===== src/ras_pkg.sv =====
// random access set: shared types and codes
// used by ras_ctrl, ras_dp and random_access_set
`default_nettype none
package ras_pkg;
  typedef enum logic [1:0] {
    CMD_INSERT = 2'd0,
    CMD_REMOVE = 2'd1,
    CMD_PICK   = 2'd2,
    CMD_NOP    = 2'd3
  } cmd_e;

  typedef enum logic [1:0] {
    ST_DONE    = 2'd0,
    ST_PRESENT = 2'd1,
    ST_FULL    = 2'd2,
    ST_EMPTY   = 2'd3
  } status_e;

  typedef enum logic [2:0] {
    S_IDLE,
    S_SEARCH,
    S_MOD,
    S_READ,
    S_WRITE,
    S_DONE
  } state_e;

  // controller -> datapath
  typedef struct packed {
    logic load;       // latch input beat, clear counters
    logic search_en;  // step search address
    logic mod_en;     // one remainder step
    logic rd_last;    // read last slot (remove)
    logic rd_pick;    // read remainder slot (pick)
    logic wr_ins;     // write value at count
    logic wr_move;    // write moved value at found slot
    logic fin;        // emit result
  } ctl_t;

  // datapath -> controller
  typedef struct packed {
    logic search_done;
    logic found;
    logic mod_done;
    logic full;
    logic empty;
  } sts_t;
endpackage
`default_nettype wire


===== src/ras_ctrl.sv =====
// random access set controller state machine
// depends on ras_pkg
`default_nettype none
module ras_ctrl (
  input  wire logic         clk_i,
  input  wire logic         rst_ni,
  input  wire logic         start,
  input  wire logic [1:0]   cmd_i,
  input  wire ras_pkg::sts_t sts_i,
  output ras_pkg::ctl_t     ctl_o,
  output logic              busy,
  output logic [1:0]        status_o
);
  import ras_pkg::*;

  state_e state_q, state_d;
  cmd_e   cmd_q, cmd_d;
  status_e st_q, st_d;

  always_ff @(posedge clk_i or negedge rst_ni) begin
    if (!rst_ni) begin
      state_q <= S_IDLE;
      cmd_q   <= CMD_NOP;
      st_q    <= ST_DONE;
    end else begin
      state_q <= state_d;
      cmd_q   <= cmd_d;
      st_q    <= st_d;
    end
  end

  always_comb begin
    state_d = state_q;
    cmd_d   = cmd_q;
    st_d    = st_q;
    ctl_o   = '0;
    unique case (state_q)
      S_IDLE: begin
        if (start) begin
          ctl_o.load = 1'b1;
          cmd_d = cmd_e'(cmd_i);
          st_d  = ST_DONE;
          unique case (cmd_e'(cmd_i))
            CMD_INSERT, CMD_REMOVE: state_d = S_SEARCH;
            CMD_PICK:               state_d = S_MOD;
            default:                state_d = S_DONE;
          endcase
        end
      end
      S_SEARCH: begin
        if (sts_i.found || sts_i.search_done) begin
          if (cmd_q == CMD_INSERT) begin
            if (sts_i.found) begin
              st_d = ST_PRESENT;
              state_d = S_DONE;
            end else if (sts_i.full) begin
              st_d = ST_FULL;
              state_d = S_DONE;
            end else begin
              ctl_o.wr_ins = 1'b1;
              state_d = S_DONE;
            end
          end else if (sts_i.found) begin
            ctl_o.rd_last = 1'b1;
            state_d = S_WRITE;
          end else begin
            st_d = ST_PRESENT;
            state_d = S_DONE;
          end
        end else begin
          ctl_o.search_en = 1'b1;
        end
      end
      S_MOD: begin
        if (sts_i.empty) begin
          st_d = ST_EMPTY;
          state_d = S_DONE;
        end else if (sts_i.mod_done) begin
          ctl_o.rd_pick = 1'b1;
          state_d = S_READ;
        end else begin
          ctl_o.mod_en = 1'b1;
        end
      end
      S_READ:  state_d = S_DONE;
      S_WRITE: begin
        ctl_o.wr_move = 1'b1;
        state_d = S_DONE;
      end
      S_DONE: begin
        ctl_o.fin = 1'b1;
        state_d = S_IDLE;
      end
      default: state_d = S_IDLE;
    endcase
  end

  assign busy     = (state_q != S_IDLE);
  assign status_o = st_q;
endmodule
`default_nettype wire


===== config.mk =====
export PLATFORM = sky130hd
export DESIGN_NAME = ras_ctrl
export DESIGN_NICKNAME = d
export VERILOG_FILES = /design/src/ras_pkg.sv /design/src/ras_ctrl.sv
export SDC_FILE = /design/constraint.sdc
export NUM_CORES = 1
export LEC_CHECK = 0
export ABC_AREA = 1
export BUFFER_PORTS_ARGS = -buffer_cell sky130_fd_sc_hd__buf_4
export CAP_MARGIN = 25
export CORE_AREA = 2 2 39 41
export CTS_BUF_LIST = sky130_fd_sc_hd__clkbuf_4 sky130_fd_sc_hd__clkbuf_8 sky130_fd_sc_hd__clkbuf_16
export CTS_CLUSTER_SIZE = 28
export DETAILED_ROUTE_END_ITERATION = 7
export DIE_AREA = 0 0 41 43
export GPL_TIMING_DRIVEN = 0
export PLACE_DENSITY = 0.74
export SYNTH_ARGS = -nofsm -noshare
export SYNTH_HDL_FRONTEND = slang
export SYNTH_SLANG_ARGS = --single-unit

===== constraint.sdc =====
create_clock -name clk_i -period 2.8 [get_ports clk_i]
set_input_delay 0.14 -clock clk_i [delete_from_list [all_inputs] [get_ports clk_i]]
set_output_delay 0.14 -clock clk_i [all_outputs]
set_load 0.01 [all_outputs]

After elaboration in Yosys (flattened, before gate mapping):

Cells that the tools add are included.

* equal/unequal tests: 13
* mux-type cells: 37
* reductions and logical operators: 11

Operators by type and width (number)
* two-way mux 1 bit: 22
* two-way mux 3 bit: 5
* two-way mux 2 bit: 7
* one-hot mux 3 bit (4 select lines): 1
* == test 3 x 2 -> 1 bit (second input constant): 2
* == test 3 bit (second input constant): 2
* inequality test 2 bit (second input constant): 3
* inequality test 3 bit (second input constant): 2
* one-hot mux 2 bit (3 select lines): 1
* one-hot mux 3 bit (2 select lines): 1
* AND reduction 6 bit: 1
* nonzero test 3 bit: 2
* logical NOT 2 bit: 2
* inequality test 4 bit (second input constant): 1
* OR reduction 2 bit: 2
* == test 3 x 1 -> 1 bit (second input constant): 1
* logical NOT 3 bit: 1
* AND reduction 3 bit: 1
* == test 2 x 1 -> 1 bit (second input constant): 1
* == test 2 bit (second input constant): 1
* AND reduction 2 bit: 1
* logical OR 1 bit: 1

* register bits: 7
* input bits: 10
* output and inout port bits: 11
* logic and storage cells: 64

Logic depth before layout (Yosys ltp):

Gate-level depths: netlist of the first run.

* word-level depth: 5
* mapped depth: 8
* depth with buffers taken out: 8

Least setup slack after synthesis of the first run:

OpenSTA, ideal clock, no wires.

* kind: flip-flop to flip-flop
* start: register cmd_q[0]
* end: register st_q[0], in the netlist status_o[0]
* setup time: 117 ps
* data arrival time: 1086 ps
* data required time: 2683 ps
* slack: 1597 ps
* cell stages (with the launch flop): 8
* path buffers: 0
* period minus slack after synthesis: 1203 ps
* cell sequence: dfstp_2 inv_1 nand2_1 nand2_1 nor2_8 nor2_4 nand3_1 nand2_1

* word-level cells in the longest chain between the ends: 4
* elaborated cells on any way between the ends: 7
* classes of those cells: 2 x eq/ne; 3 x mux; 2 x reduce/logical

Ends and longest elaborated chain
* from (decl): RTL line ras_ctrl.sv:17 `cmd_e cmd_q, cmd_d;`
* from (signal assigned): RTL line ras_ctrl.sv:27 `cmd_q <= cmd_d;`
* logical NOT 2 bit *: RTL line ras_ctrl.sv:52 `if (cmd_q == CMD_INSERT) begin`
* two-way mux 2 bit: RTL line ras_ctrl.sv:52
* two-way mux 2 bit: RTL line ras_ctrl.sv:51 `if (sts_i.found || sts_i.search_done) begin`
* one-hot mux 2 bit (3 select lines): RTL line ras_ctrl.sv:37 `unique case (state_q)`
* to (signal assigned): RTL line ras_ctrl.sv:28 `st_q <= st_d;`
* to (decl): RTL line ras_ctrl.sv:18 `status_e st_q, st_d;`

Mark *: on every way between the ends. The rest lies on a longest branch, timed or not. The select of a mux whose other input is x is not followed.
A chain may end at the register's enable or synchronous reset.

==> out/metrics.cfg, run 1 <==
[outcome]
status = complete, no violations

[clocking]
cts_buffers = 3
clock_sinks = 7
cts_root_buf = clkbuf_4
clock_latency_ps = 250
cts_buffer_depth = 2
cts.htree.levels = 1
clk_pin_slew_ps = 50
postCtsSetupRepairBufs = 0
cts_tree = yes

[route]
m1WireLength_um = 493
via_per_inst = 4.64
route.met3.wl_um = 73
wirelength_um = 1240
wl_met2_um = 675
drtPass1Iterations = 4
dr_total_vias = 552
top_layer_used = met3
drc = 0
drt_iter0_drc = 6
ant_nets = 0
wire_per_inst_um = 10.4

[logic_synthesis]
synthCells = 78
syn_avg_cell_area_um2 = 7.51
yosysTopAreaCellShare_pct = 21.4
syn-num-nets = 88
ys_warn_count = 0
ys_seq_elements = 7
synthTopCellsByArea = dfrtp_1 (21%), nand2_1 (12%), nor2_4 (9.6%), dfstp_2 (9.0%), inv_1 (5.8%)
async_flop_share_pct = 100
synth-edff-count = 0
yosys.area.top_type = dfrtp_1
synth.distinct_cells = 23
seq_area_frac_synth_pct = 30.3
synth_flop_cell = dfrtp_1
synth_area_um2 = 586

[worst_setup_path]
rrSetupSlack_ps = 1530
path_class = reg2out
reg2regPathDepth = 7
start_kind = register
crit_end = ctl_o[5]
worstReg2RegStart = cmd_q[0]
worst_setup_path_end_kind = primary output
crit_required_ps = 2660
cpPeakStageDelay_ps = 400
crit_arrival_ps = 1380
cp-startpoint = state_q[2]
path_cells = inv_2, nand4_1, nor2_2, buf_4
r2r_end = state_q[0]
cp_slowest_cell = dfrtp_1
cp_max_fo = 9

[global_route]
grt_antenna_before_repair = 0
grt_pass1_vias = 556
grt_usage_pct = 17.8
grt-ovfl-total = 0
grt_pass1_wl_um = 2130
grt_max_degree = 10

[pwr]
intPower_uw = 420
vdd_drop_max_mv = 0.583
seq_power_share_pct = 24.1
combPwrFrac_pct = 63.0
power_leakage_nw = 0.437
pwr-share-clk_pct = 12.9
p_sw_uw = 385
p_per_area_nw_per_um2 = 1010
power_switching_share_pct = 47.8

[final_layout]
fin_util_pct = 57.5
layout_common_cells = buf_4 (20), nand2_1 (18), inv_1 (9), nor2_1 (6)
nFillCells = 142
syn2layout_area_growth_pct = 35.9
fin_cells = 119
layout_commonest_cell = buf_4
stdcell_area_um2 = 796
antenna_cells = 0
fin_nets = 114
drive_gt1_share_pct = 46.6

[job]
maxCapViolCount = 0

[placement]
place_ws_ps = 1550
portBuffers = 20
place_inst = 114
hpwlAfterDp_um = 1030
place.gp.congestion = 0.814
placed_cell_area_um2 = 756

[floorplanning]
die_h_um = 43
die_w_um = 41
initial_core_util_pct = 42.3
dieArea_um2 = 1760
coreArea_um2 = 1380
io_pins = 21
std_cell_rows = 14

[timing]
slew_headroom_pct = 81.6
final_hold_viol_count = 0
finClkSkew_ps = 2.07
fin_setup_tns_ps = 0
setup_violations = 0
drv_slew = 0
rsz0062_at_grt = no
setup_slack_ps = 1280
clock.fmax_mhz = 658
tightest_slew_ps = 275
fin_crit_sh_pct = 54.3
period_minus_slack_ps = 1520

[worst_hold_path]
hold_class = in2reg

==> area by class of cell <==
| type | count | area, um^2 | area share (%) |
|---|---|---|---|
| Clock buffer | 4 | 30.0 | 3.77 |
| Timing Repair Buffer | 21 | 160 | 20.1 |
| Sequential cell | 7 | 178 | 22.3 |
| Multi-Input combinational cell | 59 | 363 | 45.6 |
| Inverter | 12 | 45.0 | 5.66 |
| Tap cell | 16 | 20.0 | 2.52 |
==> logic make-up after synthesis <==
| kind of cell | after synthesis | synth area share, % |
|---|---|---|
| AOI/OAI and AO/OA | 11 | 11.8 |
| and+or+nand+nor | 48 | 50.2 |
| DFF | 7 | 30.3 |
| buffers and inverters | 12 | 7.69 |
==> power groups by stage <==
stage               Clock [mW]  Sequential, mW  Combinational, mW
floorplan                    0           0.193              0.370
global placement             0           0.193              0.499
detailed placement           0           0.196              0.506
CTS                      0.106           0.194              0.514
global route             0.110           0.201              0.578
finish                   0.104           0.194              0.508
==> critical path, delay by kind of cell (launching register included) <==
family | cells | cell delay (ps)
buffers and inverters | 2 | 340
AND/OR/NAND/NOR | 2 | 390
flip-flops | 1 | 400
==> sequential cells by signal, summed over array words and instances (netlist names) <==
name / cells
cmd_q: 2
state_q: 3
status_o: 2
==> synthesized netlist by cell type (2+ instances only) <==
cell type,instances
nor3_1,2
inv_2,3
nand3_2,3
dfrtp_1,5
nor2_1,6
nand3_1,3
o21ai_0,4
inv_1,9
nand2_4,2
nand2_1,18
nor2_4,5
a21boi_1,2
dfstp_2,2
nor2_2,4
nand2_2,2
==> how the worst min path moves through the flow <==
stage | start | endpoint | slack (ps) | cells after the start
floorplan | rst_ni | state_q[0] | -160 | 0
finish | cmd_i[1] | cmd_q[1] | 110 | 3
detailed placement | rst_ni | status_o[1] | -40 | 1
global placement | rst_ni | status_o[0] | -40 | 1
global route | cmd_i[0] | cmd_q[0] | 140 | 3
CTS | cmd_i[1] | cmd_q[1] | 110 | 3
==> stage by stage <==
step           total power, mW  hold slack (ps)
6_report                 0.805              113
5_1_grt                  0.888              137
4_1_cts                  0.814              113
3_5_place_dp             0.701            -39.9
3_3_place_gp             0.693            -44.6
2_1_floorplan            0.563             -156
==> per-layer routing <==
metal,GRT usage (%),vias up
met4,2.00,0
met1,19.7,243
met5,0,-
met3,7.85,0
met2,30.6,13
li1,-,296
==> repair_timing <==
action | in CTS | in global routing
endpoints found under the hold margin | 7 | 0
gates resized for setup | 0 | 0
hold buffers | 1 | 0
(Power assumes the default switching activity.)
==> inputs of run 2 (changes only) <==
==> config.mk (replaced) <==
export PLATFORM = sky130hd
export DESIGN_NAME = ras_ctrl
export DESIGN_NICKNAME = d
export VERILOG_FILES = /design/src/ras_pkg.sv /design/src/ras_ctrl.sv
export SDC_FILE = /design/constraint.sdc
export NUM_CORES = 1
export LEC_CHECK = 0
export ABC_AREA = 0
export BUFFER_PORTS_ARGS = -buffer_cell sky130_fd_sc_hd__buf_4
export CAP_MARGIN = 25
export CORE_AREA = 2 2 41 43
export CTS_BUF_LIST = sky130_fd_sc_hd__clkbuf_4 sky130_fd_sc_hd__clkbuf_8 sky130_fd_sc_hd__clkbuf_16
export CTS_CLUSTER_SIZE = 28
export DETAILED_ROUTE_END_ITERATION = 7
export DIE_AREA = 0 0 43 45
export GPL_TIMING_DRIVEN = 0
export PLACE_DENSITY = 0.71
export SYNTH_ARGS = -nofsm -noshare
export SYNTH_HDL_FRONTEND = slang
export SYNTH_SLANG_ARGS = --single-unit
==> constraint.sdc (replaced) <==
create_clock -name clk_i -period 1.35 [get_ports clk_i]
set_input_delay 0.0675 -clock clk_i [delete_from_list [all_inputs] [get_ports clk_i]]
set_output_delay 0.0675 -clock clk_i [all_outputs]
set_load 0.01 [all_outputs]
==> out/metrics.cfg, run 2 <==
[global_route]
grt_antenna_before_repair = 0
grt-ovfl-total = 0
grt_pass1_vias = 642
grt_usage_pct = 19.1
grt_max_degree = 11
grt_pass1_wl_um = 2700

[logic_synthesis]
async_flop_share_pct = 100
ys_warn_count = 0
synth_area_um2 = 593
synth_commonest_cells = nor2_1 (9), dfrtp_1 (5), a21oi_1 (4), inv_1 (4), o21ai_0 (4)
seq_area_frac_synth_pct = 30.0
yosysTopAreaCellShare_pct = 21.1
ys_seq_elements = 7
synthTopCellsByArea = dfrtp_1 (21%), dfstp_2 (8.9%), nor2_1 (5.7%), a2bb2oi_2 (5.1%), mux2_2 (3.8%)
syn_avg_cell_area_um2 = 9.12
yosys.area.top_type = dfrtp_1
synthCells = 65
synth.distinct_cells = 33
synth-edff-count = 0
synth.most_common_cell = nor2_1
synth_flop_cell = dfrtp_1
syn-num-nets = 75

[worst_setup_path]
cp_max_fo = 5
cpPeakStageDelay_ps = 410
worstReg2RegStart = state_q[2]
crit_arrival_ps = 1410
path_class = reg2out
crit_required_ps = 1280
cp-startpoint = state_q[2]
path_cells = buf_6, nor4b_4, and2_1, buf_4
reg2regPathDepth = 5
start_kind = register
cp_slowest_cell = dfrtp_1
r2r_end = cmd_q[0]
worst_setup_path_end_kind = primary output
rrSetupSlack_ps = -80

[worst_hold_path]
min_to = state_q[1]
hold_depth = 2
hold_start = sts_i[2]
hold_class = in2reg

[outcome]
violations = negative setup slack
status = complete, but fails checks

[pwr]
power_leakage_nw = 0.442
vdd_drop_max_mv = 1.25
p_per_area_nw_per_um2 = 2220

[final_layout]
layout_common_cells = buf_4 (26), buf_6 (9), nor2_1 (6)
seq_area_um2 = 180
fin_cells = 118
largest_register = state_q
fin_nets = 113
multi_input_area_um2 = 445
layout_commonest_cell = buf_4
syn2layout_area_growth_pct = 69.0
drive_gt1_share_pct = 68.6
nFillCells = 116
fin_util_pct = 68.1
largest_reg_flops = 3
antenna_cells = 0

[floorplanning]
initial_core_util_pct = 40.3
io_pins = 21
dieArea_um2 = 1940
std_cell_rows = 14
die_w_um = 43
die_h_um = 45
coreArea_um2 = 1470

[route]
via_per_inst = 5.51
dr_total_vias = 650
drc = 0
drt_iter0_drc = 8
wire_per_inst_um = 14.6
wirelength_um = 1720
ant_nets = 0
drtPass1Iterations = 4

[timing]
fin_crit_sh_pct = 110
setup_slack_ps = -129
period_minus_slack_ps = 1480
fin_setup_tns_ps = -881
tightest_slew_ps = 281
fin_hold_ws_ps = 46.8
final_hold_viol_count = 0
finClkSkew_ps = 1.61
slew_headroom_pct = 81.2
clock.fmax_mhz = 676
rsz0062_at_grt = yes
drv_slew = 0
setup_violations = 13

[placement]
place_inst = 101
portBuffers = 20
place.gp.congestion = 0.772
hpwlAfterDp_um = 1020

[clocking]
cts.htree.levels = 1
cts_buffers = 3
clock_sinks = 7
clk_pin_slew_ps = 50
cts_buffer_depth = 2
clock_latency_ps = 240
cts_tree = yes
cts_root_buf = clkbuf_4

[job]
maxCapViolCount = 0

[run 2: cell types whose count changed after synthesis, sizes merged, moves of 4 or more]
cell   delta
nand2    -20
inv       -8
nand3     -6
nor2      -6
buf       +4
[run 2: final cells by class]
class                      count  area share [%]
buffer                         3            2.75
multi-input combinational     50            44.4
timing repair buffer          34            28.3
clock buffer                   4            3.00
sequential                     7            18.0
tap                           16            2.00
inverter                       4            1.50
[run 2: cell families (layout without fill, tap and decap cells)]
logic type	Yosys count	after routing	synth area share, %
flops	7	7	30.0
buf+inv	8	45	7.38
compound gates	18	18	24.5
simple gates	30	30	34.4
mux	2	2	3.80
[run 2: per-stage QoR]
step                      setup WS [ps]  power, mW  cell area (um^2)
final                              -129       2.22              1000
after global routing               -156       2.37              1000
after CTS                          -168       2.05               941
after detailed placement           22.0       1.52               763
after global placement             35.2       1.52               763
after floorplan                    68.5       1.20               593
[run 2: critical path, delay by kind of cell (launching register included)]
kind | cells | cell delay (ps)
buffers and inverters | 2 | 260
and+or+nand+nor | 2 | 490
DFF | 1 | 410
[run 2: routing by layer]
metal / wire [um] / GRT usage (%) / share of wire [%]
met5: 0 / 0 / 0
met4: 15 / 10.9 / 0.87
met3: 46 / 2.80 / 2.7
met2: 927 / 36.1 / 54
met1: 730 / 20.3 / 42
[run 2: worst max-delay path by stage]
stage / endpoint
detailed placement: cmd_q[0]
finish: ctl_o[3]
global placement: cmd_q[0]
floorplan: cmd_q[0]
global route: ctl_o[5]
CTS: ctl_o[5]
[run 2: where the power goes]
group	switching, mW	leakage (nW)	internal, mW	total (mW)
clock network	0.0656	0.0184	0.132	0.198
registers	0.124	0.0803	0.343	0.467
logic	0.705	0.344	0.854	1.56
[run 2: what timing repair did]
item,4_1_cts,5_1_grt
pin swaps,13,10
setup endpoints to repair,6,16
hold buffers,1,0
endpoints found under the hold margin,7,0
setup buffers,9,4
resized for setup,15,13
